===== src/design/tmps_pkg.sv =====
// ----------------------------------------------------------------------------
// tmps_pkg
// Shared widths, types and unit operation codes for the triangle path sum.
// ----------------------------------------------------------------------------
package tmps_pkg;

   localparam int ENTRY_W     = 16;
   localparam int SUM_W       = 20;
   localparam int BEST_W      = 21;
   localparam int ROW_COUNT_W = 5;

   localparam int DEFAULT_MAX_ROWS  = 16;
   localparam int DEFAULT_ROW_COUNT = 15;

   typedef logic [ENTRY_W-1:0]     entry_type;
   typedef logic [SUM_W-1:0]       sum_type;
   typedef logic [BEST_W-1:0]      best_type;
   typedef logic [ROW_COUNT_W-1:0] row_count_type;

   localparam best_type BEST_MAX = {BEST_W{1'b1}};
   localparam sum_type  SUM_MAX  = {SUM_W{1'b1}};

   typedef logic alu_op_type;
   localparam alu_op_type ALU_OP_MAX = 1'b0;
   localparam alu_op_type ALU_OP_ADD = 1'b1;

   typedef struct packed {
      alu_op_type op;
      best_type   a;
      best_type   b;
   } alu_req_type;

endpackage


===== src/design/tmps_if.sv =====
// ----------------------------------------------------------------------------
// tmps_if
// Valid/ready channels for triangle entries and path sum results.
// ----------------------------------------------------------------------------
interface tmps_req_if;
   import tmps_pkg::*;

   logic      valid;
   logic      ready;
   entry_type entry_value;

   modport source (output valid, output entry_value, input ready);
   modport sink   (input valid, input entry_value, output ready);
endinterface

interface tmps_rsp_if;
   import tmps_pkg::*;

   logic    valid;
   logic    ready;
   sum_type max_sum;

   modport source (output valid, output max_sum, input ready);
   modport sink   (input valid, input max_sum, output ready);
endinterface


===== src/design/tmps_alu.sv =====
// ----------------------------------------------------------------------------
// tmps_alu
// Shared unit: maximum of two best sums, or their saturating sum.
// ----------------------------------------------------------------------------
module tmps_alu (
   input  tmps_pkg::alu_req_type req,
   output tmps_pkg::best_type    result
);
   import tmps_pkg::*;

   logic [BEST_W:0] sum_w;

   assign sum_w = {1'b0, req.a} + {1'b0, req.b};

   always_comb begin
      unique case (req.op)
         ALU_OP_MAX: result = (req.a > req.b) ? req.a : req.b;
         ALU_OP_ADD: result = sum_w[BEST_W] ? BEST_MAX : sum_w[BEST_W-1:0];
         default:    result = req.a;
      endcase
   end

endmodule


===== src/design/triangle_max_path_sum.sv =====
// ----------------------------------------------------------------------------
// triangle_max_path_sum
// Top-down maximum path sum over a number triangle fed in row-major order.
// ----------------------------------------------------------------------------
// channel  dir  handshake      payload
// req      in   valid/ready    entry_value[15:0], one triangle entry per word
// rsp      out  valid/ready    max_sum[19:0], one word after the bottom row
// csr      in   write enable   csr_write_data[4:0], row count
//
// each entry steps through accept with row buffer read, then three passes
// through the shared max/add unit (pick parent, add entry, update maximum)
// reset is synchronous; the row buffer is not cleared, unwritten entries are never used
// a csr write sends the position back to the apex
// the last entry's update cycle holds while the previous result word still waits on rsp
// ----------------------------------------------------------------------------
module triangle_max_path_sum #(
   parameter int MAX_ROWS = tmps_pkg::DEFAULT_MAX_ROWS
) (
   input  logic                    clock,
   input  logic                    reset,
   tmps_req_if.sink                req,
   tmps_rsp_if.source              rsp,
   input  logic                    csr_write_enable,
   input  tmps_pkg::row_count_type csr_write_data
);
   import tmps_pkg::*;

   localparam int IW = (MAX_ROWS > 1) ? $clog2(MAX_ROWS) : 1;
   localparam int CW = 10;

   localparam logic [1:0] S_IDLE  = 2'd0;
   localparam logic [1:0] S_PICK  = 2'd1;
   localparam logic [1:0] S_ADD   = 2'd2;
   localparam logic [1:0] S_WRITE = 2'd3;

   localparam logic [CW-1:0] MAX_ROWS_C = CW'(MAX_ROWS);

   logic [1:0]    state_ff, state_in;
   row_count_type row_count_ff;
   logic [IW-1:0] row_index_ff, row_index_in;
   logic [IW-1:0] column_index_ff, column_index_in;
   best_type      left_prev_ff, left_prev_in;
   best_type      running_max_ff, running_max_in;
   logic          rsp_valid_ff, rsp_valid_in;
   sum_type       rsp_sum_ff, rsp_sum_in;

   entry_type     v_ff;
   logic [IW-1:0] r_ff;
   logic [IW-1:0] c_ff;
   best_type      above_ff;
   best_type      operand_ff, operand_in;
   best_type      best_ff, best_in;

   best_type      row_best [MAX_ROWS];

   logic [CW-1:0] rows_w;
   logic [CW-1:0] last_w;
   logic [IW-1:0] last;
   logic [IW-1:0] r_clamp;
   logic [IW-1:0] c_clamp;
   logic          accept;
   logic          emit;
   logic          go;
   logic          mem_we;
   alu_req_type   alu_req;
   best_type      alu_y;

   tmps_alu u_alu (
      .req    (alu_req),
      .result (alu_y)
   );

   // rows in use: zero counts as one, capped at the buffer depth
   always_comb begin
      rows_w = {{(CW-ROW_COUNT_W){1'b0}}, row_count_ff};
      if (rows_w == '0) begin
         rows_w = CW'(1);
      end
      if (rows_w > MAX_ROWS_C) begin
         rows_w = MAX_ROWS_C;
      end
   end

   assign last_w  = rows_w - CW'(1);
   assign last    = last_w[IW-1:0];
   assign r_clamp = (row_index_ff > last) ? last : row_index_ff;
   assign c_clamp = (column_index_ff > r_clamp) ? r_clamp : column_index_ff;

   assign req.ready   = (state_ff == S_IDLE);
   assign accept      = req.valid && req.ready;
   assign rsp.valid   = rsp_valid_ff;
   assign rsp.max_sum = rsp_sum_ff;

   assign emit   = (state_ff == S_WRITE) && (c_ff == r_ff) && (r_ff == last);
   assign go     = !(emit && rsp_valid_ff && !rsp.ready);
   assign mem_we = (state_ff == S_WRITE) && go;

   always_comb begin
      unique case (state_ff)
         S_PICK:  alu_req = '{op: ALU_OP_MAX, a: above_ff, b: left_prev_ff};
         S_ADD:   alu_req = '{op: ALU_OP_ADD, a: {{(BEST_W-ENTRY_W){1'b0}}, v_ff},
                              b: operand_ff};
         S_WRITE: alu_req = '{op: ALU_OP_MAX, a: best_ff, b: running_max_ff};
         default: alu_req = '{op: ALU_OP_MAX, a: '0, b: '0};
      endcase
   end

   always_comb begin
      state_in        = state_ff;
      row_index_in    = row_index_ff;
      column_index_in = column_index_ff;
      left_prev_in    = left_prev_ff;
      running_max_in  = running_max_ff;
      rsp_valid_in    = rsp_valid_ff && !rsp.ready;
      rsp_sum_in      = rsp_sum_ff;
      operand_in      = operand_ff;
      best_in         = best_ff;

      unique case (state_ff)
         S_IDLE: begin
            if (accept) begin
               state_in = S_PICK;
            end
         end
         S_PICK: begin
            priority if (c_ff == '0) begin
               operand_in = above_ff;
            end else if (c_ff == r_ff) begin
               operand_in = left_prev_ff;
            end else begin
               operand_in = alu_y;
            end
            state_in = S_ADD;
         end
         S_ADD: begin
            best_in  = (r_ff == '0) ? {{(BEST_W-ENTRY_W){1'b0}}, v_ff} : alu_y;
            state_in = S_WRITE;
         end
         S_WRITE: begin
            if (go) begin
               left_prev_in = above_ff;
               if (r_ff == last) begin
                  running_max_in = (c_ff == '0) ? best_ff : alu_y;
               end
               if (c_ff == r_ff) begin
                  column_index_in = '0;
                  if (r_ff == last) begin
                     row_index_in = '0;
                     rsp_valid_in = 1'b1;
                     rsp_sum_in   = (running_max_in > {1'b0, SUM_MAX}) ? SUM_MAX
                                                                   : running_max_in[SUM_W-1:0];
                  end else begin
                     row_index_in = r_ff + IW'(1);
                  end
               end else begin
                  row_index_in    = r_ff;
                  column_index_in = c_ff + IW'(1);
               end
               state_in = S_IDLE;
            end
         end
         default: state_in = S_IDLE;
      endcase

      if (csr_write_enable) begin
         row_index_in    = '0;
         column_index_in = '0;
      end
   end

   always_ff @(posedge clock) begin
      if (reset) begin
         state_ff        <= S_IDLE;
         row_count_ff    <= ROW_COUNT_W'(DEFAULT_ROW_COUNT);
         row_index_ff    <= '0;
         column_index_ff <= '0;
         left_prev_ff    <= '0;
         running_max_ff  <= '0;
         rsp_valid_ff    <= 1'b0;
      end else begin
         state_ff        <= state_in;
         row_index_ff    <= row_index_in;
         column_index_ff <= column_index_in;
         left_prev_ff    <= left_prev_in;
         running_max_ff  <= running_max_in;
         rsp_valid_ff    <= rsp_valid_in;
         if (csr_write_enable) begin
            row_count_ff <= csr_write_data;
         end
      end
   end

   always_ff @(posedge clock) begin
      rsp_sum_ff <= rsp_sum_in;
      operand_ff <= operand_in;
      best_ff    <= best_in;
      if (accept) begin
         v_ff <= req.entry_value;
         r_ff <= r_clamp;
         c_ff <= c_clamp;
      end
   end

   // row buffer: read at accept, written back in the update cycle
   always_ff @(posedge clock) begin
      if (mem_we) begin
         row_best[c_ff] <= best_ff;
      end
      if (accept) begin
         above_ff <= row_best[c_clamp];
      end
   end

`ifndef SYNTH
   a_col_within_row: assert property (@(posedge clock) disable iff (reset)
      column_index_ff <= row_index_ff)
      else $error("column index beyond row index");

   a_latched_col_within_row: assert property (@(posedge clock) disable iff (reset)
      (state_ff != S_IDLE) |-> (c_ff <= r_ff && r_ff <= last))
      else $error("latched position outside triangle");

   a_emit_gives_word: assert property (@(posedge clock) disable iff (reset)
      (emit && go) |=> rsp_valid_ff)
      else $error("bottom row end did not raise a result word");

   a_best_covers_entry: assert property (@(posedge clock) disable iff (reset)
      (state_ff == S_WRITE) |-> (best_ff >= {{(BEST_W-ENTRY_W){1'b0}}, v_ff}))
      else $error("best sum below its own entry");

   a_csr_restarts: assert property (@(posedge clock) disable iff (reset)
      csr_write_enable |=> (row_index_ff == '0 && column_index_ff == '0))
      else $error("row count write did not restart at apex");
`endif

endmodule

===== src/flat_wrapper.sv =====
// flat-port wrapper written by rule: the top's interface ports become plain ports
module triangle_max_path_sum_flat import tmps_pkg::*;
#(
   parameter int MAX_ROWS = tmps_pkg::DEFAULT_MAX_ROWS
)
  (clock, reset, csr_write_enable, csr_write_data, req_valid, req_entry_value, req_ready, rsp_valid, rsp_max_sum, rsp_ready);
  tmps_req_if req_i ();
  tmps_rsp_if rsp_i ();
  input  logic clock;
  input  logic reset;
  input  logic csr_write_enable;
  input  tmps_pkg::row_count_type csr_write_data;
  input wire logic [$bits(req_i.valid)-1:0] req_valid;
  input wire logic [$bits(req_i.entry_value)-1:0] req_entry_value;
  output wire logic [$bits(req_i.ready)-1:0] req_ready;
  output wire logic [$bits(rsp_i.valid)-1:0] rsp_valid;
  output wire logic [$bits(rsp_i.max_sum)-1:0] rsp_max_sum;
  input wire logic [$bits(rsp_i.ready)-1:0] rsp_ready;
  assign req_i.valid = req_valid;
  assign req_i.entry_value = req_entry_value;
  assign req_ready = req_i.ready;
  assign rsp_valid = rsp_i.valid;
  assign rsp_max_sum = rsp_i.max_sum;
  assign rsp_i.ready = rsp_ready;
  triangle_max_path_sum #(.MAX_ROWS(MAX_ROWS)) u_core (.clock(clock), .reset(reset), .req(req_i), .rsp(rsp_i), .csr_write_enable(csr_write_enable), .csr_write_data(csr_write_data));
endmodule

===== config.mk =====
export PLATFORM = sky130hd
export DESIGN_NAME = triangle_max_path_sum_flat
export DESIGN_NICKNAME = d
export VERILOG_FILES = /design/src/design/tmps_pkg.sv /design/src/design/tmps_if.sv /design/src/design/tmps_alu.sv /design/src/design/triangle_max_path_sum.sv /design/src/flat_wrapper.sv
export SDC_FILE = /design/constraint.sdc
export NUM_CORES = 1
export LEC_CHECK = 0
export ABC_CLOCK_PERIOD_IN_PS = 14850
export BUFFER_PORTS_ARGS = -buffer_cell sky130_fd_sc_hd__buf_2
export CORE_UTILIZATION = 45
export CTS_CLUSTER_DIAMETER = 50
export CTS_CLUSTER_SIZE = 25
export DETAILED_ROUTE_END_ITERATION = 6
export PLACE_DENSITY = 0.69
export SYNTH_ARGS = -nofsm -noshare
export SYNTH_HDL_FRONTEND = slang
export SYNTH_SLANG_ARGS = --single-unit

===== constraint.sdc =====
create_clock -name clock -period 14.85 [get_ports clock]
set_input_delay 2.97 -clock clock [delete_from_list [all_inputs] [get_ports clock]]
set_output_delay 2.97 -clock clock [all_outputs]
set_load 0.05 [all_outputs]

== Yosys cells after proc, flatten, opt, wreduce, memory -nomap -nowiden ==
Memories as Yosys holds them, arrays and structs flattened. A register that Yosys moved wholly into a read port is not among the register bits.
Cells that the tools add are included.

* RAM bits: 336
* Output and inout port bits: 22
* Input bits: 26
* Flip-flop bits (word level): 144
* Word-level logic and storage cells: 77
* Memories: 1

{| class="wikitable"
|+ Memory list
! name !! words !! width !! read ports !! clocked after Yosys merged registers in !! write ports !! line !! text
|-
| u_core.row_best || 16 || 21 || 1 || 1 || 1 || triangle_max_path_sum.sv:54 || <nowiki>best_type row_best [MAX_ROWS];</nowiki>
|}

* $lt $le $gt $ge: 5
* Bitwise logic cells: 2
* Equal/unequal tests: 7
* Muxes and demuxes: 27
* Reduce and logical (&&, ||, !) cells: 17
* $add $sub $neg: 4

{| class="wikitable"
|+ Operators with widths
! cell !! number
|-
| $mux 21 || 8
|-
| $pmux 43 s3 || 1
|-
| $pmux 21 s2 || 1
|-
| $mux 4 || 6
|-
| $add 21x21->22 || 1
|-
| $gt 21x20->1 const B || 1
|-
| $gt 21x21->1 || 1
|-
| $mux 16 || 1
|-
| $add 4x1->4 const B || 2
|-
| $eq 4x4->1 || 2
|-
| $gt 4x4->1 || 2
|-
| $logic_not 4->1 || 2
|-
| $pmux 2 s4 || 1
|-
| $logic_and 1x1->1 || 7
|-
| $mux 1 || 6
|-
| $gt 5x5->1 const B || 1
|-
| $logic_not 5->1 || 1
|-
| $mux 5 || 1
|-
| $eq 2x2->1 const B || 2
|-
| $mux 2 || 2
|-
| $ne 2x2->1 const B || 2
|-
| $reduce_and 2->1 || 2
|-
| $reduce_and 4->1 || 1
|-
| $sub 4x1->4 const B || 1
|-
| other kinds (5) || 7
|}

== Longest topological paths before layout ==
* Depth after elaboration: 13
* Depth in mapped cells: 25
* Depth with buffers taken out: 23

== Modules after synthesis ==
A second synthesis with hierarchy kept.

* Cell total of the unflattened synthesis: 2651
* Area, all modules: 29095.4 µm²

{| class="wikitable"
|+ Modules (own cells, without submodules)
! module !! area each (µm²) !! times used !! cells each
|-
| triangle_max_path_sum || 26857.0 || 1 || 2351
|-
| tmps_alu || 2238.4 || 1 || 300
|}

== Worst setup path before layout ==
OpenSTA, ideal clock, no wires.

* Kind: input -> register
* From: in rsp_ready
* To: mem u_core.row_best[0][0] (netlist bit), enable pin
* Required time: 14.451 ns
* Setup time: 0.399 ns
* Stages: 6
* Setup slack: 9.857 ns
* Arrival: 4.594 ns
* Cells stage by stage: nand2b_1 -> or2_1 -> clkbuf_1 -> nand2_1 -> clkbuf_1 -> nor2_1

* Cells in the longest elaborated chain, start to end: 6

{| class="wikitable"
|+ RTL lines
! element !! line !! text
|-
| from (decl) || flat_wrapper.sv:18 || <nowiki>input wire logic [$bits(rsp_i.ready)-1:0] rsp_ready;</nowiki>
|-
| $logic_not 1->1 || triangle_max_path_sum.sv:95 || <nowiki>assign go = !(emit && rsp_valid_ff && !rsp.ready);</nowiki>
|-
| $logic_and 1x1->1 || triangle_max_path_sum.sv:95 ||
|-
| $logic_not 1->1 || triangle_max_path_sum.sv:95 ||
|-
| $logic_and 1x1->1 || triangle_max_path_sum.sv:96 || <nowiki>assign mem_we = (state_ff == S_WRITE) && go;</nowiki>
|-
| $mux 1 || triangle_max_path_sum.sv:206 || <nowiki>if (mem_we) begin</nowiki>
|-
| $mux 1 (implied by the code) || triangle_max_path_sum.sv:207 || <nowiki>row_best[c_ff] <= best_ff;</nowiki>
|-
| to (decl) || triangle_max_path_sum.sv:54 ||
|}

No other way between the ends.

== Worst setup path after layout ==
* From: reg u_core.row_count_ff[1]
* To: reg u_core.above_ff[8] (read register of u_core.row_best) (data pin)

* Cells in the longest elaborated chain, start to end: 9

{| class="wikitable"
|+ RTL lines
! element !! line !! text
|-
| from (decl) || triangle_max_path_sum.sv:39 || <nowiki>row_count_type row_count_ff;</nowiki>
|-
| from (signal assigned) || triangle_max_path_sum.sv:174 || <nowiki>row_count_ff <= ROW_COUNT_W'(DEFAULT_ROW_COUNT);</nowiki>
|-
| from (signal assigned) || triangle_max_path_sum.sv:188 || <nowiki>row_count_ff <= csr_write_data;</nowiki>
|-
| $logic_not 5->1 || triangle_max_path_sum.sv:76 || <nowiki>if (rows_w == '0) begin</nowiki>
|-
| $mux 5 * || triangle_max_path_sum.sv:76 ||
|-
| $gt 5x5->1 || triangle_max_path_sum.sv:79 || <nowiki>if (rows_w > MAX_ROWS_C) begin</nowiki>
|-
| $mux 4 * || triangle_max_path_sum.sv:79 ||
|-
| $sub 4x1->4 * || triangle_max_path_sum.sv:84 || <nowiki>assign last_w = rows_w - CW'(1);</nowiki>
|-
| $gt 4x4->1 || triangle_max_path_sum.sv:86 || <nowiki>assign r_clamp = (row_index_ff > last) ? last : row_index_ff;</nowiki>
|-
| $mux 4 * || triangle_max_path_sum.sv:86 ||
|-
| net u_core.r_clamp[0] || triangle_max_path_sum.sv:59 || <nowiki>logic [IW-1:0] r_clamp;</nowiki>
|-
| $gt 4x4->1 || triangle_max_path_sum.sv:87 || <nowiki>assign c_clamp = (column_index_ff > r_clamp) ? r_clamp : column_index_ff;</nowiki>
|-
| $mux 4 * || triangle_max_path_sum.sv:87 ||
|-
| to (decl) || triangle_max_path_sum.sv:50 || <nowiki>best_type above_ff;</nowiki>
|}

The timed path passes the listed nets; every way through them passes the cells marked *.
A chain may end at the register's enable or synchronous reset.

==> results.md <==
* Hold Buf Count CTS at 0
* CTS Buffer Depth at 3
* Fin util at 50.35%
* Post-Route Setup TNS at 0 ns
* DR DRC count at 5
* Synth Flop Type: edfxtp_1
* Slew Limit Headroom at 17.45%
* Final nets at 1827
* Seq pwr share at 43.5%
* Failing checks: design-rule violations
* Pleak at 0.009536 uW
* Cell Int Power at 3039 uW
* Rows at 81
* H-tree Lvls at 2
* DRT Pass-1 Iters at 7
* Final setup viols at 0
* Largest net degree at the start of global routing at 117
* DR WL/cell at 23.12 um
* Max frequency at 0.1463 GHz
* Leading area contributor after synthesis: edfxtp_1
* Critical path fanouts, max at 116
* Switching pwr at 1830 uW
* Root Driver: clkbuf_16
* CTS tree: yes
* Final WS setup at 8.015 ns
* Worst EP required at 15.16 ns
* PwrDens at 196.4 nW/um2
* Global-route wire length before repair at 83920 um
* CTS sink count at 501
* Input/output buffers at 47
* Clock transition at path regs at 0.09 ns
* Initial antenna violation count at 0
* Crit share post-route at 46.03%
* Die width at 226.2 um
* Hold Fails Final Rpt at 0
* Synth Net Count at 1826
* Sw frac at 37.59%
* Hpwl dp at 31860 um
* Clk Latency, worst-skew pair at 0.57 ns
* Largest cells by area after synthesis: edfxtp_1, mux2i_1, dfxtp_1
* Vias in the first global route at 14.14k
* Commonest cells post-synth: edfxtp_1, mux2i_1, nand2_1
* Critical Path Sink Type: register
* Placer's final routability congestion estimate at 0.9231
* Die H at 226.2 um
* Type of the tightest min-delay check: register to register
* I/O Pins at 48
* Post-Syn Area at 22630 um2
* Clk pwr share at 22.6%
* Area of the multi-input gates at 7471 um2
* WP data arrival at 7.15 ns
* Total number of vias at 14.67k
* IR drop worst, VDD at 0.0001886 V
* Layout Skew at 0.02139 ns
* Antenna cells at 0
* Storage cell area at 14460 um2
* Post-synthesis sequential area ratio at 63.93%
* #FFs+latches synth at 501
* Critical Path Source Type: register
* Actual slew at the worst max-slew pin at 1.235 ns
* Mapped Cells at 1740
* Post-CTS sizing at 0
* Crit Path Class: register to register
* RSZ-0062 raised after global routing: no
* Yosys cell types at 70
* Vias per cell at 6.029
* Total CTS buffers at 38
* Antenna Nets Post-Route at 0
* GRT Util Overall at 21.91%
* Async set-reset flop share out of synthesis at 0%
* Most common cell in the netlist: edfxtp_1
* Post-route cell area at 24800 um2
* Max_cap viols at 0
* Logic gate share of total power at 34.0%
* Total core area at 49250 um2
* Area delta synth->final at 9.606%
* Post-CTS setup buffers at 0
* Initial core utilization at 45.94%
* Yosys warns at 0
* DP Area at 23460 um2
* Status: finished with violations
* Post-synth top area share at 58.80%
* 1st-iter DRT viols at 1601
* Filler Cells Inserted at 4168
* GR Overflow Total at 0
* Layout cells sized above 1 at 11.02%
* Hold Slack at 0.4804 ns
* WL final at 56260 um
* Place WS at 8.028 ns
* Die ar. at 51180 um2
* Avg Cell Area, Syn at 13.00 um2
* Tmin final at 6.835 ns
* Max-slew violations at 0
* Post-synth EDFFs at 443
final cells by class:
cell class,count,area share (%)
well taps,664,3.350
flip-flops and latches,501,58.32
clock inverters,27,1.246
clock buffers,41,4.137
multi-input cells,1065,30.13
inverters,56,0.8476
repair buffers,79,1.968
worst max-delay path: stages, from the launching register on:
cell and delay [ns]:
dfxtp_1 0.34, nor3_1 0.19, o21bai_1 0.16, ha_1 0.25
xnor2_1 0.46, ha_1 0.36, a21oi_1 0.16, a32oi_1 0.09
maj3_4 0.41, a21oi_1 0.14, inv_1 0.09, ha_1 0.20
nor2_1 0.13, a21oi_1 0.07, o221ai_2 0.22, a31oi_4 0.20
a41oi_4 0.29, mux2i_4 0.30, buf_12 0.56, buf_4 0.84
mux2i_1 0.29, o22ai_1 0.12, or4_1 0.54
path summary, 6_finish.rpt:
path	start	to	slack [ns]	cells after the start
worst min register to register	u_core.left_prev_ff[3]	u_core.left_prev_ff[3]	0.48	2
worst max register to register	u_core.row_count_ff[1]	u_core.above_ff[8]	8.02	22
worst min-delay path	u_core.left_prev_ff[3]	u_core.left_prev_ff[3]	0.48	2
worst max-delay path	u_core.row_count_ff[1]	u_core.above_ff[8]	8.02	22
power groups by stage:
| stage | sequential, uW | combinational (uW) | clock, uW |
|---|---|---|---|
| global route | 2130 | 1830 | 1160 |
| floorplan | 2030 | 1250 | 0 |
| finish | 2120 | 1650 | 1100 |
| global placement | 2120 | 1570 | 0 |
| CTS | 2100 | 1640 | 1110 |
| detailed placement | 2140 | 1630 | 0 |
logic make-up (layout without fill, tap and decap cells):
| kind of cell | count (synthesis) | count (layout) | synth area share, % |
|---|---|---|---|
| DFF | 501 | 501 | 63.93 |
| and+or+nand+nor | 404 | 404 | 7.958 |
| AOI/OAI and AO/OA | 381 | 381 | 11.68 |
| muxes | 191 | 191 | 8.666 |
| buffers and inverters | 174 | 203 | 3.274 |
| adders and majority gates | 61 | 61 | 3.412 |
| xor gates and xnor gates | 28 | 28 | 1.084 |
state kept, by name, indices dropped and copies added, names as in the netlist:
register                count
u_core.above_ff            21
u_core.rsp.max_sum         20
u_core.c_ff                 4
u_core.row_index_ff         4
u_core.column_index_ff      4
u_core.v_ff                16
u_core.r_ff                 4
u_core.running_max_ff      21
u_core.row_count_ff         5
u_core.state_ff             2
u_core.left_prev_ff        21
u_core.best_ff             21
u_core.rsp.valid            1
u_core.row_best           336
u_core.operand_ff          21
placed cells by master (no fill, tap or decap), types with 12 or more instances in the layout:
master	n
edfxtp_1	443
mux2i_1	171
nand2_1	162
nor2_1	137
a21oi_1	101
o22ai_1	85
dfxtp_1	58
inv_1	55
ha_1	55
buf_2	47
clkbuf_16	41
a222oi_1	37
buf_4	31
o21ai_0	28
a22oi_1	25
xnor2_1	24
or4_1	24
a311oi_1	20
mux2_2	16
a221oi_1	16
nor2b_1	12
layer usage:
metal  track usage (%)  vias to the layer above  routed length [um]
li1                  -                     6632                   -
met1             28.13                     7304               22580
met2             38.13                      633               28030
met3             2.680                      100                4091
met4             7.629                        0                1548
met5                 0                        -                   0
metrics by stage:
stage | instances | power (uW)
after detailed placement | 2365 | 3763
after CTS | 2433 | 4848
after global routing | 2433 | 5116
final | 2433 | 4870
after floorplan | 1740 | 3283
after global placement | 2365 | 3698
Power figures use the tool's default switching activity.
